File: src/rtl/bcs_pkg.sv
`default_nettype none

package bcs_pkg;

	localparam int DEF_MAX_HEIGHT = 64;
	localparam int DEF_MAX_WIDTH  = 64;
	localparam int DEF_DATA_BITS  = 16;
	localparam int DEF_FRAC_BITS  = 8;

	// signed plane position, wide enough for row*step - pad + floor(shift)
	localparam int PosW     = 12;
	localparam int ShiftW   = 14;
	localparam int CfgIdxW  = 3;
	localparam int CfgDataW = 14;

	typedef enum logic [CfgIdxW-1:0] {
		REG_IN_HEIGHT   = 3'd0,
		REG_IN_WIDTH    = 3'd1,
		REG_PAD_ROWS    = 3'd2,
		REG_PAD_COLS    = 3'd3,
		REG_STEP_ROWS   = 3'd4,
		REG_STEP_COLS   = 3'd5,
		REG_SHIFT_HORIZ = 3'd6,
		REG_SHIFT_VERT  = 3'd7
	} bcs_reg_t;

	typedef enum logic {
		REQ_WRITE   = 1'b0,
		REQ_COMPUTE = 1'b1
	} bcs_req_t;

	// stage 1 control toward the plane banks; bank index is {row parity, col parity}
	typedef struct packed {
		logic       cmp;
		logic       wr;
		logic [1:0] wr_bank;
		logic [3:0] bank_ok;
		logic [1:0] par;
	} bcs_ctl_t;

endpackage

`default_nettype wire

File: src/rtl/bcs_blend.sv
`default_nettype none

module bcs_blend #(
	parameter int DATA_BITS = bcs_pkg::DEF_DATA_BITS,
	parameter int FRAC_BITS = bcs_pkg::DEF_FRAC_BITS
) (
	input  wire logic                         clk,
	input  wire logic                         en_s3,
	input  wire logic                         en_s4,
	input  wire logic [3:0][DATA_BITS-1:0]    bank_data,
	input  wire logic [1:0]                   par,
	input  wire logic [FRAC_BITS-1:0]         frac_x,
	input  wire logic [FRAC_BITS-1:0]         frac_y,
	output logic signed [DATA_BITS-1:0]       shifted_value
);
	localparam int ONE = 2 ** FRAC_BITS;
	localparam int WW  = FRAC_BITS + 2;
	localparam int TW  = DATA_BITS + FRAC_BITS + 2;
	localparam int SW  = TW + FRAC_BITS + 2;

	logic signed [DATA_BITS-1:0] q11, q21, q12, q22;
	logic signed [WW-1:0]        wx0, wx1, wy0, wy1;
	logic signed [TW-1:0]        top_d, bot_d, top_s3, bot_s3;
	logic signed [SW-1:0]        sum_d, res_d;
	logic signed [DATA_BITS-1:0] value_s4;

	// neighbor (i,j) lives in bank {row parity ^ i, col parity ^ j}
	assign q11 = signed'(bank_data[{par[1], par[0]}]);
	assign q21 = signed'(bank_data[{par[1], ~par[0]}]);
	assign q12 = signed'(bank_data[{~par[1], par[0]}]);
	assign q22 = signed'(bank_data[{~par[1], ~par[0]}]);

	assign wx1 = signed'(WW'(frac_x));
	assign wx0 = signed'(WW'(ONE)) - wx1;
	assign wy1 = signed'(WW'(frac_y));
	assign wy0 = signed'(WW'(ONE)) - wy1;

	assign top_d = TW'(q11) * TW'(wx0) + TW'(q21) * TW'(wx1);
	assign bot_d = TW'(q12) * TW'(wx0) + TW'(q22) * TW'(wx1);

	always_ff @(posedge clk) begin
		if (en_s3) begin
			top_s3 <= top_d;
			bot_s3 <= bot_d;
		end
	end

	assign sum_d = SW'(top_s3) * SW'(wy0) + SW'(bot_s3) * SW'(wy1);
	assign res_d = sum_d >>> (2 * FRAC_BITS);

	always_ff @(posedge clk) begin
		if (en_s4) begin
			value_s4 <= DATA_BITS'(res_d);
		end
	end

	assign shifted_value = value_s4;

endmodule

`default_nettype wire

File: config.mk
export PLATFORM = sky130hd
export DESIGN_NAME = bcs_blend
export DESIGN_NICKNAME = d
export VERILOG_FILES = /design/src/rtl/bcs_pkg.sv /design/src/rtl/bcs_blend.sv
export SDC_FILE = /design/constraint.sdc
export NUM_CORES = 2
export LEC_CHECK = 0
export BUFFER_PORTS_ARGS = -buffer_cell sky130_fd_sc_hd__buf_2
export CORE_MARGIN = 10
export CORE_UTILIZATION = 34
export DETAILED_ROUTE_END_ITERATION = 16
export HOLD_SLACK_MARGIN = 0.06
export SYNTH_ARGS = -nofsm -noshare
export SYNTH_HDL_FRONTEND = slang
export SYNTH_SLANG_ARGS = --single-unit
export TNS_END_PERCENT = 30
File: constraint.sdc
create_clock -name clk -period 26.5 [get_ports clk]
set_input_delay 5.3 -clock clk [delete_from_list [all_inputs] [get_ports clk]]
set_output_delay 5.3 -clock clk [all_outputs]
set_load 0.03 [all_outputs]
==> impl_summary.md <==
Die
The area of the core region is 111,000 sq um. The floorplan step set the die width to 354.6 um. The floorplan has 122 rows.

The full die area is roughly 130,000 sq um. The I/O pin count is 101. The die extent in y is 354.6 um. The initial core utilization is 0.3429.

Clocking
In this run the deepest clock path goes through 2 buffers. CTS placed an instance of clkbuf_16 at the clock tree root. For this design, the CTS-stage hold fixing added 0 buffers. The number of clock buffers added by TritonCTS is 9. The number of sinks on the clock net is slightly below 70. At the later pin of the worst-skew pair, clock insertion delay measures 380 ps. TritonCTS built the clock tree. The number of setup buffers added after CTS is 0. After clock tree synthesis, the clock-pin slew on the worst setup and hold paths is 70 ps. The number of gates given a new drive strength after cts is 0. The H-tree was split into 3 levels.

Placed design
The congestion estimate from routability-driven global placement came to 0.8928. The half-perimeter wire length after detailed placement is 84,240 um. The worst-case setup slack after placement is between 10,000 and 15,000 ps. The count of buffers inserted at the top-level ports is 100.

The instance count after placement with tap cells included is between 5,000 and 6,000.

Timing
The max-slew violation count is 0. The number of setup violations in the final report is 0. Setup repair after global routing left no endpoint under its margin. The final sum of negative setup slack is 0 ps. The slew at the pin closest to its max-slew limit is 1286 ps. Derived from the worst setup path, the maximum achievable clock frequency is 0.07632 GHz. The relative max-transition margin is 0.1399. The worst path in the final design needs a cycle of 13,100 ps, including I/O delays and setup. Of the available clock period, the critical path in the final layout requires 0.4944.

The count of final hold-check violations is 0. For the final database, setup skew stands at 19.32 ps. Once routing completed, OpenROAD measured the worst setup slack at 13,400 ps.

Setup path
The worst endpoint data arrival time is between 10,000 and 15,000 ps. The cell type of the slowest stage on the worst timing path is xor2_1. The most frequent cell on the critical path is fa_1. The endpoint required time on the critical path is between 20,000 and 30,000 ps. The biggest fanout along the worst timing path is 16. For the worst flop-to-flop path, the logic depth is 21.

The critical path class is input port to flop. STA classifies the critical path endpoint as a flop. The worst setup path is launched from an input port. The worst stage delay on the critical path is between 1000 and 1500 ps.

Worst hold path
The path category of the worst min-delay check is flop to flop. The cell depth of the worst min-delay path is 3.

Finish
The layout filler cell count is 11,390. The most common cell after layout, fill and taps aside is inv_1. Summing all multi-input logic gate instances after layout gives 30,890 sq um. Excluding fillers, the count of instances in the completed layout stands at between 5,000 and 6,000. The combined flip-flop and latch cell area is 2042 sq um. The layout overhead on the synthesized area is 6.641%. In the layout the commonest cells are inv_1, fa_1, nand2_1.

The layout cell share with drive strength beyond 1 is 0.04932. The final net count is between 5,000 and 6,000.

Global route
The number of antenna violations at the first check in global routing is 7. The all-layer global routing usage is 0.1610. The via count of the first global-routing pass is 29,330. The first global-routing pass estimated 160,000 um of wire. After global routing the overflow that remains totals 0. Entering global routing, the biggest net connects 88 pins.

Route
The DRC violation count after routing is 0. The post-route antenna net violation count is 0. In the final routing, the length of wire on met1 measures 42,310 um. For this block, the initial DRC count from the detailed router was 1,501. Summing over every cut layer, the via total after detailed routing is 26,670. The per-cell via count in the routed design is 4.625. The detailed route wirelength on metal3 is 6623 um. Dividing the detail-routed wire length by the instance count gives 16.97 um. The overall routed net length is 97,850 um. The highest metal layer carrying signal wires in the routed design is met5.

The first detailed-routing pass took 6 iterations. The wire length on met2 is 46,640 um.

Logic synthesis
The number of synthesized flops with an enable pin is approximately 70. The number of storage elements in the synthesis netlist is 68. After synthesis, the cell types taking the most area are fa_1, inv_1, ha_1.

After synthesis, the share of flip-flops with an asynchronous set or reset is 0. fa_1 takes more of the synthesized area than any other cell. The synthesized area is 38,060 sq um. Of the synthesized area, sequential elements account for 0.05366. The Yosys step of the flow raised 0 warnings.

The total nets after synthesis is around 5,600. The mean area per synthesized cell is roughly 8.9 sq um. The share of synthesized area in the top cell type comes to 0.4824. For this run, the leading register cell type out of synthesis is edfxtp_1. The number of distinct library cells after synthesis is 55. In the synthesized netlist, the number of instances is 4,253.

Run status
The run finished with clean final reports.

Run
The tool flagged a number of max-cap violations equal to 0.
[cell families after synthesis]
kind of cell	count (synthesis)	synth area share
buf+inv	1377	0.1361
simple gates	1175	0.1447
flops	68	0.05366
compound gates	238	0.04041
xor+xnor	114	0.02624
mux	64	0.01789
fa+ha+maj	1217	0.5810
[layout make-up]
class	instances	area share
Multi-Input combinational cell	2808	0.7612
Sequential cell	68	0.05031
Timing Repair Buffer	135	0.01887
Clock inverter	7	0.002436
Tap cell	1488	0.04588
Clock buffer	9	0.005549
Antenna cell	1	0.00006166
Inverter	1251	0.1157
[registers in the layout, summed over array words and instances (netlist names)]
signal	flops
bot_s3	26
shifted_value	16
top_s3	26
[metal layers]
layer  vias to the layer above  global-route usage
li1                      12270                   -
met1                     13630              0.2094
met2                       670              0.2725
met3                        94             0.03326
met4                         4             0.03827
met5                         -                   0
[final timing paths]
check                                    endpoint  startpoint  slack, ps
worst max register to register  shifted_value[15]  bot_s3[13]      20040
worst max-delay path                   bot_s3[24]   frac_x[0]      13400
worst min register to register  shifted_value[15]  top_s3[25]       1160
worst min-delay path            shifted_value[15]  top_s3[25]       1160
[critical path: cells and delay by family]
family                     cells  cell delay [ps]
AOI/OAI and AO/OA              8             1880
xor gates and xnor gates       1             1010
adders and majority gates      8             3710
buffers and inverters          6             1110
and+or+nand+nor                2              210
[per-stage QoR]
stage | hold slack (ps) | utilization | cell area (sq um)
after floorplan | 808.8 | - | 38060
after global placement | 1161 | 0.3628 | 40260
after detailed placement | 1156 | 0.3628 | 40260
after CTS | 1169 | 0.3657 | 40580
after global routing | 1187 | 0.3657 | 40580
final | 1160 | 0.3657 | 40580
[cell usage after synthesis (3+ instances only)]
cell type and count:
o211ai_1 4, a211oi_1 6, nor4b_1 3, inv_1 1250, fa_1 917, nor3_1 13
nand2_1 470, mux2_2 32, ha_1 300, edfxtp_1 68, a21o_1 19, nor4_1 4
a31oi_1 4, buf_2 10, mux2i_1 32, nand3_1 15, o21ai_1 16, and3_1 5
xnor2_1 87, nor3b_1 3, xor2_1 27, o311ai_0 3, and2_1 362, o21ai_0 41
a2111oi_2 3, o21a_1 39, buf_1 9, nand2b_1 11, nor2b_1 6, clkbuf_1 107
o21bai_1 10, or2_2 10, a21oi_1 73, nand4_1 3, nor2_1 263
Power is not shown: default switching activity piles up to over one toggle a cycle in this logic, so the estimate is an artifact.
