$ cat config.mk
export PLATFORM = sky130hd
export DESIGN_NAME = bcs_addr
export DESIGN_NICKNAME = d
export VERILOG_FILES = /design/src/rtl/bcs_pkg.sv /design/src/rtl/bcs_addr.sv
export SDC_FILE = /design/constraint.sdc
export NUM_CORES = 1
export LEC_CHECK = 0
export BUFFER_PORTS_ARGS = -buffer_cell sky130_fd_sc_hd__buf_2
export CORE_ASPECT_RATIO = 0.8
export CORE_UTILIZATION = 50
export CTS_CLUSTER_SIZE = 25
export DETAILED_ROUTE_END_ITERATION = 8
export GPL_TIMING_DRIVEN = 0
export HOLD_SLACK_MARGIN = 0.12
export PLACE_DENSITY_LB_ADDON = 0.3
export SLEW_MARGIN = 40
export SYNTH_ARGS = -nofsm -noshare
export SYNTH_HDL_FRONTEND = slang
export SYNTH_SLANG_ARGS = --single-unit
$ cat constraint.sdc
create_clock -name clk -period 5.1 [get_ports clk]
set_clock_uncertainty 0.15 [all_clocks]
set_input_delay 0.51 -clock clk [delete_from_list [all_inputs] [get_ports clk]]
set_output_delay 0.51 -clock clk [all_outputs]
set_load 0.1 [all_outputs]
$ cat src/rtl/bcs_pkg.sv
`default_nettype none

package bcs_pkg;

	localparam int DEF_MAX_HEIGHT = 64;
	localparam int DEF_MAX_WIDTH  = 64;
	localparam int DEF_DATA_BITS  = 16;
	localparam int DEF_FRAC_BITS  = 8;

	// signed plane position, wide enough for row*step - pad + floor(shift)
	localparam int PosW     = 12;
	localparam int ShiftW   = 14;
	localparam int CfgIdxW  = 3;
	localparam int CfgDataW = 14;

	typedef enum logic [CfgIdxW-1:0] {
		REG_IN_HEIGHT   = 3'd0,
		REG_IN_WIDTH    = 3'd1,
		REG_PAD_ROWS    = 3'd2,
		REG_PAD_COLS    = 3'd3,
		REG_STEP_ROWS   = 3'd4,
		REG_STEP_COLS   = 3'd5,
		REG_SHIFT_HORIZ = 3'd6,
		REG_SHIFT_VERT  = 3'd7
	} bcs_reg_t;

	typedef enum logic {
		REQ_WRITE   = 1'b0,
		REQ_COMPUTE = 1'b1
	} bcs_req_t;

	// stage 1 control toward the plane banks; bank index is {row parity, col parity}
	typedef struct packed {
		logic       cmp;
		logic       wr;
		logic [1:0] wr_bank;
		logic [3:0] bank_ok;
		logic [1:0] par;
	} bcs_ctl_t;

endpackage

`default_nettype wire

$ cat src/rtl/bcs_addr.sv
`default_nettype none

module bcs_addr #(
	parameter int MAX_HEIGHT = bcs_pkg::DEF_MAX_HEIGHT,
	parameter int MAX_WIDTH  = bcs_pkg::DEF_MAX_WIDTH,
	parameter int DATA_BITS  = bcs_pkg::DEF_DATA_BITS,
	parameter int AW         = 1
) (
	input  wire logic                             clk,
	input  wire logic                             en,
	input  wire logic                             req_type,
	input  wire logic [5:0]                       write_row,
	input  wire logic [5:0]                       write_col,
	input  wire logic signed [DATA_BITS-1:0]      pixel_value,
	input  wire logic [5:0]                       out_row,
	input  wire logic [5:0]                       out_col,
	input  wire logic [6:0]                       in_height,
	input  wire logic [6:0]                       in_width,
	input  wire logic [4:0]                       pad_rows,
	input  wire logic [4:0]                       pad_cols,
	input  wire logic [3:0]                       step_rows,
	input  wire logic [3:0]                       step_cols,
	input  wire logic signed [bcs_pkg::PosW-1:0]  floor_x,
	input  wire logic signed [bcs_pkg::PosW-1:0]  floor_y,
	output bcs_pkg::bcs_ctl_t                     ctl,
	output logic [AW-1:0]                         wr_addr,
	output logic [DATA_BITS-1:0]                  wr_data,
	output logic [3:0][AW-1:0]                    rd_addr
);
	import bcs_pkg::*;

	localparam int HALF_W = (MAX_WIDTH + 1) / 2;

	logic [9:0]             row_scaled, col_scaled;
	logic signed [PosW-1:0] h0_d, w0_d;
	logic                   wr_ok;
	logic [AW-1:0]          wr_addr_d;

	logic                   cmp_s1, wr_s1;
	logic [1:0]             wr_bank_s1;
	logic [AW-1:0]          wr_addr_s1;
	logic [DATA_BITS-1:0]   wr_data_s1;
	logic signed [PosW-1:0] h0_s1, w0_s1, h1_s1, w1_s1;

	logic [PosW-1:0]        rows_lim, cols_lim;
	logic                   rv0, rv1, cv0, cv1;
	logic [PosW-1:0]        rh_odd, rh_even, ch_odd, ch_even;
	logic [3:0]             bank_ok;

	assign row_scaled = 10'(out_row) * 10'(step_rows);
	assign col_scaled = 10'(out_col) * 10'(step_cols);
	assign h0_d = signed'(PosW'(row_scaled)) - signed'(PosW'(pad_rows)) + floor_y;
	assign w0_d = signed'(PosW'(col_scaled)) - signed'(PosW'(pad_cols)) + floor_x;

	assign wr_ok = (bcs_req_t'(req_type) == REQ_WRITE)
		&& (32'(write_row) < MAX_HEIGHT) && (32'(write_col) < MAX_WIDTH);
	assign wr_addr_d = AW'(32'(write_row >> 1) * HALF_W + 32'(write_col >> 1));

	always_ff @(posedge clk) begin
		if (en) begin
			cmp_s1     <= (bcs_req_t'(req_type) == REQ_COMPUTE);
			wr_s1      <= wr_ok;
			wr_bank_s1 <= {write_row[0], write_col[0]};
			wr_addr_s1 <= wr_addr_d;
			wr_data_s1 <= pixel_value;
			h0_s1      <= h0_d;
			w0_s1      <= w0_d;
		end
	end

	assign rows_lim = (32'(in_height) > MAX_HEIGHT) ? PosW'(MAX_HEIGHT) : PosW'(in_height);
	assign cols_lim = (32'(in_width) > MAX_WIDTH) ? PosW'(MAX_WIDTH) : PosW'(in_width);

	assign h1_s1 = h0_s1 + signed'(PosW'(1));
	assign w1_s1 = w0_s1 + signed'(PosW'(1));

	assign rv0 = (h0_s1 >= 0) && (h0_s1 < signed'(rows_lim));
	assign rv1 = (h1_s1 >= 0) && (h1_s1 < signed'(rows_lim));
	assign cv0 = (w0_s1 >= 0) && (w0_s1 < signed'(cols_lim));
	assign cv1 = (w1_s1 >= 0) && (w1_s1 < signed'(cols_lim));

	// odd bank holds the odd one of the two rows, even bank the even one
	assign rh_odd  = PosW'(h0_s1 >>> 1);
	assign rh_even = rh_odd + PosW'(h0_s1[0]);
	assign ch_odd  = PosW'(w0_s1 >>> 1);
	assign ch_even = ch_odd + PosW'(w0_s1[0]);

	always_comb begin
		logic [1:0]      b2;
		logic            row_hit, col_hit;
		logic [PosW-1:0] rh, ch;
		for (int b = 0; b < 4; b++) begin
			b2         = 2'(b);
			row_hit    = (b2[1] == h0_s1[0]) ? rv0 : rv1;
			col_hit    = (b2[0] == w0_s1[0]) ? cv0 : cv1;
			rh         = b2[1] ? rh_odd : rh_even;
			ch         = b2[0] ? ch_odd : ch_even;
			bank_ok[b] = row_hit && col_hit;
			rd_addr[b] = bank_ok[b] ? AW'(32'(rh) * HALF_W + 32'(ch)) : '0;
		end
	end

	assign ctl.cmp     = cmp_s1;
	assign ctl.wr      = wr_s1;
	assign ctl.wr_bank = wr_bank_s1;
	assign ctl.bank_ok = bank_ok;
	assign ctl.par     = {h0_s1[0], w0_s1[0]};
	assign wr_addr     = wr_addr_s1;
	assign wr_data     = wr_data_s1;

endmodule

`default_nettype wire

==> metrics.md, run 1 <==
| Metric | Value |
|---|---|
| Status | `finished, final reports clean` |
| Max Freq | `~200 MHz` |
| Routed WL per cell | `13.4 um` |
| Share of layout cells above drive strength 1 | `27.4%` |
| Sw Ratio | `between 40% and 50%` |
| Cell Area, Synth | `between 5000 and 6000 um2` |
| P&R area growth vs syn | `23.0%` |
| Final setup violating endpoints | `0` |
| Global-route wire length before repair | `17200 um` |
| Placed cell area | `roughly 6100 um2` |
| Critical path buffers and inverters | `3` |
| Arr. time, crit path | `4890 ps` |
| Yosys reg bits | `45` |
| Port bufs | `120` |
| Io pins | `between 100 and 150` |
| Clock slew seen by the registers of the worst setup and hold paths | `60 ps` |
| Area leader, netlist | `edfxtp_1` |
| Sequential share of power | `23.7%` |
| Slew HR | `63.8%` |
| Comb power frac | `64.8%` |
| Initial antenna violation count | `0` |
| Final Hold Viols | `0` |
| Final wirelength | `approximately 11000 um` |
| Number of global-route vias before repair | `3988` |
| CP max stage cell | `or4_4` |
| Bufs on Longest Clock Path | `2` |
| Max incr delay on CP | `540 ps` |
| Hold WC Path Type | `in2reg` |
| Total number of vias | `4329` |
| Worst setup SP type | `input port` |
| Total grt overflow | `0` |
| Vias per cell | `5.24` |
| Critical-path maximum fanout | `5` |
| H-tree depth | `2` |
| Actual slew at the worst max-slew pin | `536 ps` |
| DR iter-0 viols | `100` |
| FFs w/ async S/R, synth | `0%` |
| Clock root cell | `clkbuf_16` |
| Post-DRT Antenna Nets | `0` |
| Row count | `33` |
| Share of the synthesized area in the top cell type | `25.6%` |
| Minimum clock period | `around 5000 ps` |
| Pwr Density | `457 nW/um2` |
| Core Footprint | `roughly 10000 um2` |
| Drt pass-1 iters | `5` |
| CTS tree | `built` |
| Nets | `between 900 and 1000` |
| Clock Power Share | `a little under an eighth` |
| Clk sink count | `45` |
| Library cells used by synthesis | `49` |
| Tot GR Track Use | `between 10% and 20%` |
| Fin area | `about 6500 um2` |
| DIE AREA | `11000 um2` |
| Internal power | `1.70 mW` |
| YS warnings | `0` |
| CP endpoint kind | `flip-flop` |
| Max-Cap Viols | `0` |
| Die Width | `117 um` |
| Synth area leaders | `edfxtp_1 26%, ha_1 22%, fa_1 9.9%` |
| Post-synth EDFFs | `45` |
| Total CTS buffers | `5` |
| DRC | `0` |
| Family with the most delay on the worst path | `adder cells` |
| Dpl hpwl | `between 9000 and 10000 um` |
| Synth Net Count | `768` |
| Synth Instances | `roughly 550` |
| Worst vdd ir | `0.193 mV` |
| Leakage | `3.12 nW` |
| Final GP Congestion | `0.860` |
| Tcrit/Tclk final | `a little over nine tenths` |
| WS Path Type | `in2reg` |
| Psw | `1.26 mW` |
| Critical Path, Cell by Cell | `buf_8 -> and2_4 -> fa_2 -> fa_1 -> inv_1 -> fa_1 -> inv_2 -> ha_4 -> nand3_2 -> o211ai_1 -> or4_4 -> and2_4 -> xor2_2 -> ha_1 -> and3_4 -> a21oi_4 -> o21ai_2 -> o41ai_2 -> xnor3_1` |
| Pin count of the biggest net entering global routing | `46` |
| Avg Inst Size Synth | `9.61 um2` |
| Most used DFF post-synth | `edfxtp_1` |
| Max-slew violations | `0` |
| Antenna cells | `0` |
| Critical path data required time | `4960 ps` |
| Fin Hold WS | `256 ps` |
| Sequential fraction of the synthesis area | `25.6%` |
| Starting density of the core | `51.5%` |
| Die H | `between 90 and 100 um` |
[layout by cell type (no fill, tap or decap), types with 4 or more instances in the layout]
cell and n:
and2_1 16, nand2_1 55, nor3_1 13, nor2b_1 5, a21oi_1 21, a21oi_2 4, inv_1 75, buf_4 16
xnor2_1 28, a21o_1 10, ha_1 87, ha_4 6, fa_1 25, nand2b_1 4, nor3_2 4, buf_2 115
xor2_1 14, o211ai_1 6, o21bai_1 7, inv_2 5, edfxtp_1 45, o21ai_0 11, a31oi_1 4, nand3_1 13
nor2_1 24, nand4_1 5, clkbuf_16 5
[layout make-up]
cell class                      count  area, um2
Fill cell                         862       3750
Inverter                           80        300
Clock inverter                      2       35.0
Timing Repair Buffer              130        703
Clock buffer                        5        125
Sequential cell                    45       1350
Multi-Input combinational cell    420       3770
Buffer                              4       30.0
Tap cell                          140        175
[worst paths after layout]
path,startpoint,end,slack [ps],cells after the start
worst max-delay path,step_cols[2],w0_s1[11],70,19
worst min-delay path,pixel_value[3],wr_data[3],260,1
[flip-flops by register name (all words and copies together), names as in the netlist]
name and cells:
wr_s1 1, wr_addr 1, w0_s1 12, wr_data 16, h0_s1 12, wr_bank_s1 2, cmp_s1 1
[logic make-up after synthesis]
kind of cell,synth area share (%)
and+or+nand+nor,15.9
adders and majority gates,32.1
buffers and inverters,6.26
AOI/OAI and AO/OA,10.8
xor gates and xnor gates,8.16
DFF,25.6
muxes,1.11
[power groups by stage]
stage / Clock (mW) / Combinational (mW) / Sequential [mW]
after global routing: 0.367 / 2.12 / 0.720
final: 0.343 / 1.92 / 0.702
after CTS: 0.353 / 1.74 / 0.700
after global placement: 0 / 1.61 / 0.702
after detailed placement: 0 / 1.70 / 0.706
after floorplan: 0 / 1.28 / 0.768
[timing repair]
item | 4_1_cts | 5_1_grt
setup buffers | 3 | 7
gates resized for setup | 1 | 44
hold buffers | 0 | 0
pin swaps | 2 | 23
setup endpoints to repair | 2 | 4
[synth_stat cells, types with 2 or more instances]
cell / n
o21bai_1: 7
nand3_1: 15
o21ai_0: 12
xor2_1: 15
mux2_2: 3
o21a_1: 2
fa_1: 26
xnor3_1: 2
a41oi_1: 2
inv_1: 80
buf_4: 4
o211ai_1: 6
a2111oi_0: 3
a31oi_1: 4
a21o_1: 10
o41ai_1: 3
nor3_2: 4
edfxtp_1: 45
xnor2_1: 29
nor2b_1: 5
nand2_1: 57
nand4_1: 5
and3_1: 4
ha_1: 94
nor4_1: 3
and2_1: 19
nor2_1: 24
nor3_1: 13
nand3b_1: 3
nand2b_1: 4
a21oi_1: 26
or4_1: 3
[through the flow]
step	util, %	worst slack [ps]	power [mW]	TNS (ps)	instances
2_1_floorplan	-	5.50	2.05	0	549
3_3_place_gp	59.2	-368	2.32	-696	809
3_5_place_dp	59.3	-475	2.41	-1300	809
4_1_cts	61.1	-58.7	2.79	-58.7	819
5_1_grt	63.4	-60.0	3.21	-117	826
6_report	63.4	69.3	2.97	0	826
[per-layer routing]
| metal | routed length (um) | part of all wire (%) | track usage (%) |
|---|---|---|---|
| met4 | 77 | 0.70 | 3.16 |
| met2 | 5320 | 48 | 33.7 |
| met5 | 0 | 0 | 0 |
| met1 | 5120 | 46 | 26.3 |
| met3 | 534 | 4.8 | 3.55 |
Note: power is estimated with default switching activity, not from simulation.
==> run 2, diff against run 1 <==
- RECOVER_POWER: not set -> 25
==> run 2 against run 1 <==
Compared with the run above: the run now ends with capacitance limit, slew limit left; critical path depth stayed put; global-route usage stayed put; setup slack hardly changed; power about the same; clock power is essentially flat; critical path type unchanged; critical endpoint unchanged; largest cell class unchanged; highest routed layer unchanged.
==> metrics.md, run 2 (synthesis gave the netlist of run 1 again) <==
| Metric | Value |
|---|---|
| Status | `finished with violations (was finished, final reports clean)` |
| Violated checks | `capacitance limit, slew limit` |
| Io pins | `130 (unchanged)` |
| Tot GR Track Use | `19.7% (unchanged)` |
| Final instance count without filler cells | `826 (unchanged)` |
| Pin count of the biggest net entering global routing | `46 (unchanged)` |
| Total number of vias | `4329 (unchanged)` |
| CTS tree | `built (unchanged)` |
| Hold WC Path Type | `in2reg (unchanged)` |
| Nets | `905 (unchanged)` |
| Post-DRT Antenna Nets | `0 (unchanged)` |
| DR iter-0 viols | `100 (unchanged)` |
| Max Freq | `199 MHz (about the same)` |
| Bufs on Longest Clock Path | `2 (unchanged)` |
| DIE AREA | `11000 um2 (unchanged)` |
| Pwr Total | `2.97 mW (about the same)` |
| Port bufs | `120 (unchanged)` |
| Highest metal layer with signal wires | `met4 (unchanged)` |
| Actual slew at the worst max-slew pin | `2320 ps (was 536 ps)` |
| Share of layout cells above drive strength 1 | `27.3% (was 27.4%)` |
| Most common cell after layout, fill and taps aside | `buf_2 (unchanged)` |
| Arr. time, crit path | `4890 ps (about the same)` |
| DRC | `0 (unchanged)` |
| Placed cell count | `809 (unchanged)` |
| Max reg flops | `16 (unchanged)` |
| Leakage | `3.12 nW (about the same)` |
| Clk sink count | `45 (unchanged)` |
| Row count | `33 (unchanged)` |
| Dpl hpwl | `9080 um (unchanged)` |
| Most frequent cells in the layout | `115 x buf_2, 87 x ha_1, 75 x inv_1 (unchanged)` |
| Max-Cap Viols | `1 (was 0)` |
| Die H | `93.9 um (unchanged)` |
| CP endpoint kind | `flip-flop (unchanged)` |
| Post-CTS Hold Buffers | `0 (unchanged)` |
| Global-route wire length before repair | `17200 um (unchanged)` |
| Max-slew violations | `46 (was 0)` |
| Drt pass-1 iters | `5 (unchanged)` |
| Die Width | `117 um (unchanged)` |
| Met1 wire length | `5120 um (about the same)` |
| Minimum clock period | `5030 ps (about the same)` |
| Antenna cells | `0 (unchanged)` |
| Final setup violating endpoints | `0 (unchanged)` |
| H-tree depth | `2 (unchanged)` |
| Critical path data required time | `4960 ps (about the same)` |
| Met3 Wirelength | `534 um (unchanged)` |
| Critical-path maximum fanout | `5 (unchanged)` |
| Final wirelength | `11100 um (about the same)` |
| WS Path Type | `in2reg (unchanged)` |
| Metal2 WL | `5320 um (about the same)` |
| Family with the most delay on the worst path | `adder cells (unchanged)` |
| Critical path buffers and inverters | `3 (unchanged)` |
| Worst vdd ir | `0.193 mV (about the same)` |
| P&R area growth vs syn | `23.0% (about the same)` |
| Starting density of the core | `51.5% (unchanged)` |
| Max incr delay on CP | `540 ps (about the same)` |
| Total CTS buffers | `5 (unchanged)` |
| Final GP Congestion | `0.860 (unchanged)` |
| Critical Path, Cell by Cell | `buf_8 -> and2_4 -> fa_2 -> fa_1 -> inv_1 -> fa_1 -> inv_2 -> ha_4 -> nand3_2 -> o211ai_1 -> or4_4 -> and2_4 -> xor2_2 -> ha_1 -> and3_4 -> a21oi_4 -> o21ai_2 -> o41ai_2 -> xnor3_1 (unchanged)` |
| Core Footprint | `10200 um2 (unchanged)` |
| Total grt overflow | `0 (unchanged)` |
| Final Hold Viols | `0 (unchanged)` |
| Clock slew seen by the registers of the worst setup and hold paths | `60 ps (about the same)` |
| Number of global-route vias before repair | `3988 (unchanged)` |
| Clock root cell | `clkbuf_16 (unchanged)` |
| Initial antenna violation count | `0 (unchanged)` |
| Vias per cell | `5.24 (unchanged)` |
| CP max stage cell | `or4_4 (unchanged)` |
| Slew HR | `-54.5% (was 63.8%)` |
| Pwr Density | `457 nW/um2 (about the same)` |
| Worst setup SP type | `input port (unchanged)` |
| Tcrit/Tclk final | `98.6% (about the same)` |
| Routed WL per cell | `13.4 um (about the same)` |
-- run 2: changes by cell type in the layout (fill, tap and decap cells not counted), sizes merged --
cell,previous run,this run
buf,134,133
clkbuf,5,6
-- run 2: what timing repair did --
item / CTS / global route
setup endpoints to repair: 2 / 4
hold endpoints to repair: 0 / 0
pin swaps: 2 / 23
gates resized for setup: 1 / 44
setup buffers: 3 / 7
-- run 2: power breakdown --
group | switching (mW) | leakage (nW) | internal, mW
logic | 1.04 | 2.60 | 0.882
clock network | 0.116 | 0.0797 | 0.227
registers | 0.108 | 0.440 | 0.595
total | 1.26 | 3.12 | 1.70
-- run 2: per-layer routing --
layer  vias up  global-route usage, %
li1       2174                      -
met1      2018                   26.3
met2       129                   33.7
met3         8                   3.55
met4         0                   3.16
met5         -                      0
-- run 2: cell type report --
type / instances / area, um2
sequential: 45 / 1350
fill: 864 / 3750
inverter: 80 / 300
multi-input combinational: 420 / 3770
clock buffer: 5 / 125
tap: 140 / 175
clock inverter: 2 / 35.0
timing repair buffer: 130 / 699
buffer: 4 / 30.0
-- run 2: metrics by stage --
stage	TNS (ps)	hold slack, ps	utilization, %	area [um2]	setup WS (ps)
CTS	-58.7	251	61.1	6260	-58.7
global placement	-696	537	59.2	6070	-368
detailed placement	-1300	538	59.3	6070	-475
global route	-117	247	63.4	6490	-60.0
finish	0	256	63.4	6490	69.6
floorplan	0	459	-	5290	5.50
-- run 2: final timing paths --
check,slack (ps),cells past startpoint,end,startpoint
min,260,1,wr_data[3],pixel_value[3]
max,70,19,w0_s1[11],step_cols[2]
==> run 3, diff against run 2 <==
- BUFFER_PORTS_ARGS: -buffer_cell sky130_fd_sc_hd__buf_2 -> not set
- CORE_MARGIN: not set -> 2
- CORE_UTILIZATION: 50 -> 60
- DONT_BUFFER_PORTS: not set -> 1
==> run 3 against run 2 <==
Compared with the run above: the run now ends clean; die area fell by 13%; sequential cell count stayed put; power fell by 11%; setup slack improved by 93 ps; first-iteration DRC count up 5.0%; design area shrank 10%; combinational power shrank 14%; fmax up 1.9%; global-route usage increased by 2.4 points; largest power group unchanged.
==> metrics.md, run 3 (synthesis gave the netlist of run 1 again) <==
| Metric | Value |
|---|---|
| Post-DRT Antenna Nets | `0 (unchanged)` |
| Clk sink count | `45 (unchanged)` |
| Post-CTS Hold Buffers | `0 (unchanged)` |
| Final Hold Viols | `0 (unchanged)` |
| Tcrit/Tclk final | `96.8% (was 98.6%)` |
| Final instance count without filler cells | `679 (was 826)` |
| Routed WL per cell | `15.4 um (was 13.4 um)` |
| Critical-path maximum fanout | `5 (unchanged)` |
| Hold WC Path Type | `in2reg (unchanged)` |
| Minimum clock period | `4940 ps (was 5030 ps)` |
| Worst setup SP type | `input port (unchanged)` |
| Antenna cells | `0 (unchanged)` |
| CP max stage cell | `fa_1 (was or4_4)` |
| Drt pass-1 iters | `7 (was 5)` |
| Clock slew seen by the registers of the worst setup and hold paths | `90 ps (was 60 ps)` |
| Core Footprint | `8520 um2 (was 10200 um2)` |
| PnR worst setup slack | `162 ps (was 69.6 ps)` |
| CP endpoint kind | `flip-flop (unchanged)` |
| CTS tree | `built (unchanged)` |
| Final wirelength | `10400 um (was 11100 um)` |
| WS Path Type | `in2reg (unchanged)` |
| Row count | `30 (was 33)` |
| Die Width | `109 um (was 117 um)` |
| Worst vdd ir | `0.193 mV (about the same)` |
| Fin Hold WS | `154 ps (was 256 ps)` |
| Core Util, Final | `68.4% (was 63.4%)` |
| Max reg flops | `16 (unchanged)` |
| Die H | `87.9 um (was 93.9 um)` |
| Clock root cell | `clkbuf_8 (was clkbuf_16)` |
| DRC | `0 (unchanged)` |
| Nets | `785 (was 905)` |
| Placed cell count | `667 (was 809)` |
| Dpl hpwl | `8860 um (was 9080 um)` |
| Most common cell after layout, fill and taps aside | `ha_1 (was buf_2)` |
| Actual slew at the worst max-slew pin | `898 ps (was 2320 ps)` |
| Starting density of the core | `61.9% (was 51.5%)` |
| Status | `finished, final reports clean (was finished with violations)` |
| Max-slew violations | `0 (was 46)` |
| Placement Setup Slack | `-312 ps (was -475 ps)` |
| Final setup violating endpoints | `0 (unchanged)` |
| Tot GR Track Use | `22.0% (was 19.7%)` |
| Total number of vias | `3846 (was 4329)` |
| Vias per cell | `5.66 (was 5.24)` |
| Bufs on Longest Clock Path | `2 (unchanged)` |
| Max incr delay on CP | `520 ps (was 540 ps)` |
| Pin count of the biggest net entering global routing | `46 (unchanged)` |
| Total grt overflow | `0 (unchanged)` |
| Final GP Congestion | `0.882 (was 0.860)` |
| Share of layout cells above drive strength 1 | `8.64% (was 27.3%)` |
| Critical path data required time | `4970 ps (was 4960 ps)` |
| Max Freq | `203 MHz (was 199 MHz)` |
| DR iter-0 viols | `105 (was 100)` |
| Number of global-route vias before repair | `3904 (was 3988)` |
| Pwr Density | `452 nW/um2 (was 457 nW/um2)` |
| Pwr Total | `2.64 mW (was 2.97 mW)` |
| Global-route wire length before repair | `16800 um (was 17200 um)` |
| Total CTS buffers | `5 (unchanged)` |
| Port bufs | `0 (was 120)` |
| Arr. time, crit path | `4810 ps (was 4890 ps)` |
| H-tree depth | `2 (unchanged)` |
| Critical Path, Cell by Cell | `and2_1 -> fa_1 -> fa_1 -> inv_1 -> fa_1 -> inv_1 -> ha_1 -> nand3_1 -> o211ai_1 -> o41ai_2 -> o21bai_1 -> a21oi_2 -> xnor2_2 -> ha_1 -> inv_1 -> and3_1 -> a2111oi_2 -> o311ai_1 (was buf_8 -> and2_4 -> fa_2 -> fa_1 -> inv_1 -> fa_1 -> inv_2 -> ha_4 -> nand3_2 -> o211ai_1 -> or4_4 -> and2_4 -> xor2_2 -> ha_1 -> and3_4 -> a21oi_4 -> o21ai_2 -> o41ai_2 -> xnor3_1)` |
| Most frequent cells in the layout | `91 x ha_1, 80 x inv_1, 57 x nand2_1 (was 115 x buf_2, 87 x ha_1, 75 x inv_1)` |
| Slew HR | `40.2% (was -54.5%)` |
| DIE AREA | `9570 um2 (was 11000 um2)` |
| Max-Cap Viols | `0 (was 1)` |
| Initial antenna violation count | `0 (unchanged)` |
| Leakage | `2.67 nW (was 3.12 nW)` |
| P&R area growth vs syn | `10.5% (was 23.0%)` |
| Io pins | `130 (unchanged)` |
## run 3: cell types whose count changed in the layout (fill, tap and decap cells not counted), moves of 5 or more
cell and change:
inv_2 -5, clkbuf_8 +5, buf_2 -115, buf_8 +5
buf_4 -11, inv_1 +5
## run 3: path summary, 6_finish.rpt
check | startpoint | end | slack, ps | cells after the start
worst max-delay path | out_row[1] | h0_s1[10] | 160 | 18
worst min-delay path | pixel_value[0] | wr_data[0] | 150 | 0
## run 3: what timing repair did
| item | 4_1_cts | 5_1_grt |
|---|---|---|
| endpoints found under the setup margin | 0 | 2 |
| gates resized for setup | 0 | 11 |
| buffers inserted | 0 | 0 |
## run 3: stage by stage
stage | instance area (um2) | TNS (ps)
floorplan | 5290 | 0
global placement | 5430 | -284
detailed placement | 5580 | -585
CTS | 5670 | 0
global route | 5830 | -22.2
finish | 5830 | 0
## run 3: layout make-up
class | count | area [um2]
clock inverters | 3 | 21.3
flip-flops and latches | 45 | 1350
multi-input cells | 420 | 3730
well taps | 112 | 140
plain buffers | 4 | 30.0
clock buffers | 5 | 68.8
repair buffers | 10 | 190
fillers | 663 | 2690
inverters | 80 | 300
## run 3: where the power goes
group          internal (mW)  total (mW)  switching (mW)  leakage [nW]
registers              0.594       0.764           0.170         0.440
logic                  0.767        1.65           0.885          2.19
clock network         0.0973       0.220           0.123        0.0445
## run 3: critical path: cells and delay by family
family / cells / cell delay, ps
AOI/OAI and AO/OA: 6 / 1420
xor gates and xnor gates: 1 / 110
adders and majority gates: 5 / 2140
buffers and inverters: 3 / 180
and+or+nand+nor: 3 / 440
## run 3: layer usage
layer  share of wire (%)  global-route usage, %  vias up
met5                   0                      0        -
met4                 1.3                   4.66        0
met3                 6.7                   5.88       10
met2                  48                   38.6      136
met1                  44                   27.6     1764
li1                    -                      -     1936
